**config.mk**
```make
export PLATFORM = sky130hd
export DESIGN_NAME = pqtk_queue
export DESIGN_NICKNAME = d
export VERILOG_FILES = /design/src/hdl/pqtk_pkg.sv /design/src/hdl/pqtk_queue.sv
export SDC_FILE = /design/constraint.sdc
export NUM_CORES = 1
export LEC_CHECK = 0
export ABC_AREA = 0
export BUFFER_PORTS_ARGS = -buffer_cell sky130_fd_sc_hd__buf_2
export CAP_MARGIN = 20
export CORE_MARGIN = 1.5
export CORE_UTILIZATION = 52
export DETAILED_ROUTE_END_ITERATION = 10
export PLACE_DENSITY_LB_ADDON = 0.1
export SYNTH_ARGS = -nofsm -noshare
export SYNTH_HDL_FRONTEND = slang
export SYNTH_SLANG_ARGS = --single-unit
```
**constraint.sdc**
```tcl
create_clock -name i_clk -period 3.4 [get_ports i_clk]
set_input_delay 0.17 -clock i_clk [delete_from_list [all_inputs] [get_ports i_clk]]
set_output_delay 0.17 -clock i_clk [all_outputs]
set_load 0.01 [all_outputs]
```
**src/hdl/pqtk_pkg.sv**
```systemverilog
`timescale 1ns / 1ps
// ----------------------------------------------------------------------------
// pqtk_pkg
// Shared constants and types of the per-query top-K bound tracker.
// ----------------------------------------------------------------------------
package pqtk_pkg;

    localparam int MAX_QUERIES = 64;
    localparam int MAX_K       = 16;
    localparam int SCORE_BITS  = 32;

    localparam int QID_BITS    = 6;                       // query field width
    localparam int CAP_BITS    = 5;                       // capacity / count field width
    localparam int QW          = $clog2(MAX_QUERIES);     // query index width
    localparam int KW          = $clog2(MAX_K);           // heap slot index width
    localparam int CW          = $clog2(MAX_K + 1);       // fill count width
    localparam int QUEUE_DEPTH = 2;

    typedef enum logic {
        CMD_INIT  = 1'b0,
        CMD_OFFER = 1'b1
    } t_cmd;

    // one classified transaction between front and back
    typedef struct packed {
        t_cmd                  cmd;
        logic                  oor;       // query index outside the store
        logic [QID_BITS-1:0]   qid;
        logic [SCORE_BITS-1:0] score;
        logic [CW-1:0]         k;         // clamped capacity
    } t_op;

    typedef struct packed {
        logic [CW-1:0] cnt;
        logic [CW-1:0] lim;
    } t_meta;

endpackage

```
**src/hdl/pqtk_queue.sv**
```systemverilog
`timescale 1ns / 1ps
// ----------------------------------------------------------------------------
// pqtk_queue
// Short FIFO of classified transactions between front and back.
// ----------------------------------------------------------------------------
module pqtk_queue import pqtk_pkg::*; (
    input  logic i_clk,
    input  logic i_rst_n,
    input  logic i_push,
    input  t_op  i_data,
    output logic o_full,
    output logic o_valid,
    output t_op  o_data,
    input  logic i_pop
);

    localparam int PTRW = (QUEUE_DEPTH > 1) ? $clog2(QUEUE_DEPTH) : 1;
    localparam int CNTW = $clog2(QUEUE_DEPTH + 1);

    t_op             r_mem [QUEUE_DEPTH];
    logic [PTRW-1:0] r_wr, r_rd;
    logic [CNTW-1:0] r_cnt;

    logic w_push, w_pop;

    assign w_push  = i_push && !o_full;
    assign w_pop   = i_pop && o_valid;
    assign o_full  = (32'(r_cnt) == QUEUE_DEPTH);
    assign o_valid = (r_cnt != '0);
    assign o_data  = r_mem[r_rd];

    always_ff @(posedge i_clk) begin
        if (w_push) begin
            r_mem[r_wr] <= i_data;
        end
    end

    always_ff @(posedge i_clk) begin
        if (!i_rst_n) begin
            r_wr  <= '0;
            r_rd  <= '0;
            r_cnt <= '0;
        end else begin
            if (w_push) begin
                r_wr <= (32'(r_wr) == QUEUE_DEPTH - 1) ? '0 : r_wr + PTRW'(1);
            end
            if (w_pop) begin
                r_rd <= (32'(r_rd) == QUEUE_DEPTH - 1) ? '0 : r_rd + PTRW'(1);
            end
            r_cnt <= r_cnt + CNTW'(w_push) - CNTW'(w_pop);
        end
    end

endmodule

```
==> flow_metrics.py <==
metrics = {
    "run_status": {
        "status": "complete, no violations",
    },
    "global_route": {
        "grt_pass1_wl_um": 8460,
        "grt_pass1_vias": 1867,
        "grt_max_degree": 46,
        "grtUsageTotal": 0.154,
        "overflow": 0,
        "antenna_found_initial": 0,
    },
    "worst_setup_path": {
        "path_max_fanout": 24,
        "critPathKind": "reg2out",
        "start_kind": "flip-flop",
        "rr_worst_depth": 4,
        "critPathRequiredTime_ns": 3.23,
        "r2r_slack_ns": 1.52,
        "critPathCaptureType": "output pin",
        "arrival_ns": 2.07,
    },
    "cts": {
        "post_cts_buffers": 0,
        "cts_inserted_buffers": 9,
        "cts-root-buf": "clkbuf_8",
        "clock_latency_ns": 0.34,
        "clkTransAtPathRegs_ns": 0.08,
        "clock_sinks": 95,
        "clk_path_buf_depth": 2,
        "htreeDepth": 3,
        "cts_tree": "yes",
    },
    "drt": {
        "vias": 1869,
        "drc": 0,
        "drt_iter0_drc": 96,
        "ant_nets": 0,
        "drtPass1Iterations": 4,
        "vias_per_cell": 4.65,
        "detail_route.wl_per_cell_um": 14.4,
        "wl_um": 5800,
    },
    "pwr": {
        "total_power_mw": 3.36,
        "p_leak_nw": 1.90,
        "p_per_area_nw_per_um2": 708,
        "ir_drop_v": 0.000428,
    },
    "sta": {
        "maxSlewViolCount": 0,
        "fin_crit_sh": 0.658,
        "finalClockSkew_ns": 0.00548,
        "grt_setup_unrepaired": "no",
        "post-route-min-period_ns": 2.24,
        "maxSlewHeadroom": 0.478,
        "hold_ws_ns": 0.0138,
        "finalSetupTns_ns": 0,
        "fmax_ghz": 0.447,
        "hold_viol_final": 0,
        "worst_slack_ns": 1.16,
        "tightest_slew_ns": 0.784,
        "setup_viol": 0,
    },
    "place": {
        "dpl.hpwl_um": 3630,
        "post-place-ws_ns": 1.51,
        "gp_congestion": 0.670,
        "port_buffers": 95,
    },
    "min_path": {
        "hold_class": "in2reg",
        "holdPathStages": 1,
    },
    "yosys": {
        "async_flop_share": 0,
        "synth_seq_cells": 95,
        "synth-edff-count": 90,
        "synth_top_cell_area_share": 0.733,
        "yosysSeqAreaShare": 0.760,
        "synthFlopType": "edfxtp_1",
        "yosys_warnings": 0,
        "synth.most_common_cell": "edfxtp_1",
        "syn_nets": 218,
        "syn_area_per_cell_um2": 22.1,
        "synth.area.top_cells": "edfxtp_1 (73%), mux2_4 (16%), dfxtp_1 (2.7%)",
        "synthDistinctLibCells": 19,
        "syn_inst": 167,
        "synth.largest_area_cell": "edfxtp_1",
        "synthesis.area_um2": 3690,
        "synthTopCellsByCount": "edfxtp_1 (90), mux2_4 (40), dfxtp_1 (5), mux2_2 (5)",
    },
    "cells_and_area": {
        "final_nets": 352,
        "drive_gt1_frac": 0.529,
        "syn2layout_area_growth_pct": 28.7,
        "diodes": 0,
    },
    "die": {
        "io_pins": 96,
        "fp.dieH_um": 87.2,
        "floorplan.initialDensity": 0.540,
        "die-area_um2": 7600,
        "rows": 30,
        "fp.coreArea_um2": 6830,
        "fp.dieW_um": 87.2,
    },
    "job": {
        "drv_cap": 0,
    },
}
## report_power, final
part | total, mW | switching, mW | internal, mW
clock | 0.764 | 0.356 | 0.408
sequential | 1.62 | 0.112 | 1.51
combinational | 0.977 | 0.435 | 0.542
## path summary, 6_finish.rpt
| kind | start | to |
|---|---|---|
| worst max register to register | r_cnt[0]$_SDFF_PN0_ | r_mem[0][10]$_DFFE_PP_ |
| worst max-delay path | flip-flop | o_data[39] |
| worst min register to register | r_rd$_SDFFE_PN0P_ | r_rd$_SDFFE_PN0P_ |
| worst min-delay path | i_data[36] | r_mem[1][36]$_DFFE_PP_ |
## state kept, by name (all words and copies together) (netlist names), named ones only
register and count:
r_rd 1, r_wr 1, r_cnt 2, r_mem 90
## cell usage in the layout (no fill, tap or decap), types with 3 or more instances in the layout
master / n
buf_4: 3
nor2_1: 3
inv_1: 3
mux2_4: 40
clkbuf_8: 9
buf_2: 95
dfxtp_1: 4
mux2_2: 5
edfxtp_1: 90
dlygate4sd3_1: 29
## cell type report
type                            count  area [µm²]
Clock inverter                      7        87.6
Fill cell                         482        2090
Tap cell                           96         120
Inverter                            3        11.3
Clock buffer                        9         124
Multi-Input combinational cell     64         791
Sequential cell                    95        2800
Timing Repair Buffer              128         808
## logic make-up (layout without fill, tap and decap cells)
family / count (synthesis) / after routing / share of synthesized area
AND/OR/NAND/NOR: 13 / 13 / 0.0176
XOR/XNOR: 2 / 2 / 0.00475
multiplexers: 46 / 46 / 0.181
AO/OA/AOI/OAI: 1 / 1 / 0.00204
adder cells (fa/ha/maj): 2 / 2 / 0.00679
flip-flops: 95 / 95 / 0.760
buffers and inverters: 8 / 147 / 0.0278
## per-stage QoR
stage           util  cells  cell area [µm²]
6_report       0.695    402             4750
5_1_grt        0.695    402             4750
4_1_cts        0.665    383             4550
3_5_place_dp   0.618    356             4220
3_3_place_gp   0.618    356             4220
2_1_floorplan      -    167             3690
## what timing repair did
| action | 4_1_cts | 5_1_grt |
|---|---|---|
| hold buffers | 11 | 18 |
| gates resized for setup | 0 | 0 |
| endpoints found under the hold margin | 18 | 34 |
## routing by layer
| layer | GRT usage | wire (µm) | up-vias | part of all wire |
|---|---|---|---|---|
| met2 | 0.254 | 2970 | 61 | 0.51 |
| met3 | 0.0445 | 318 | 11 | 0.055 |
| li1 | - | - | 913 | - |
| met1 | 0.187 | 2400 | 884 | 0.41 |
| met5 | 0 | 0 | - | 0 |
| met4 | 0.0779 | 109 | 0 | 0.019 |
## critical path: stages (launching register included)
cell	delay (ns)
dfxtp_2	0.85
buf_4	0.37
mux2_2	0.36
buf_2	0.14
(Power assumes the default switching activity.)
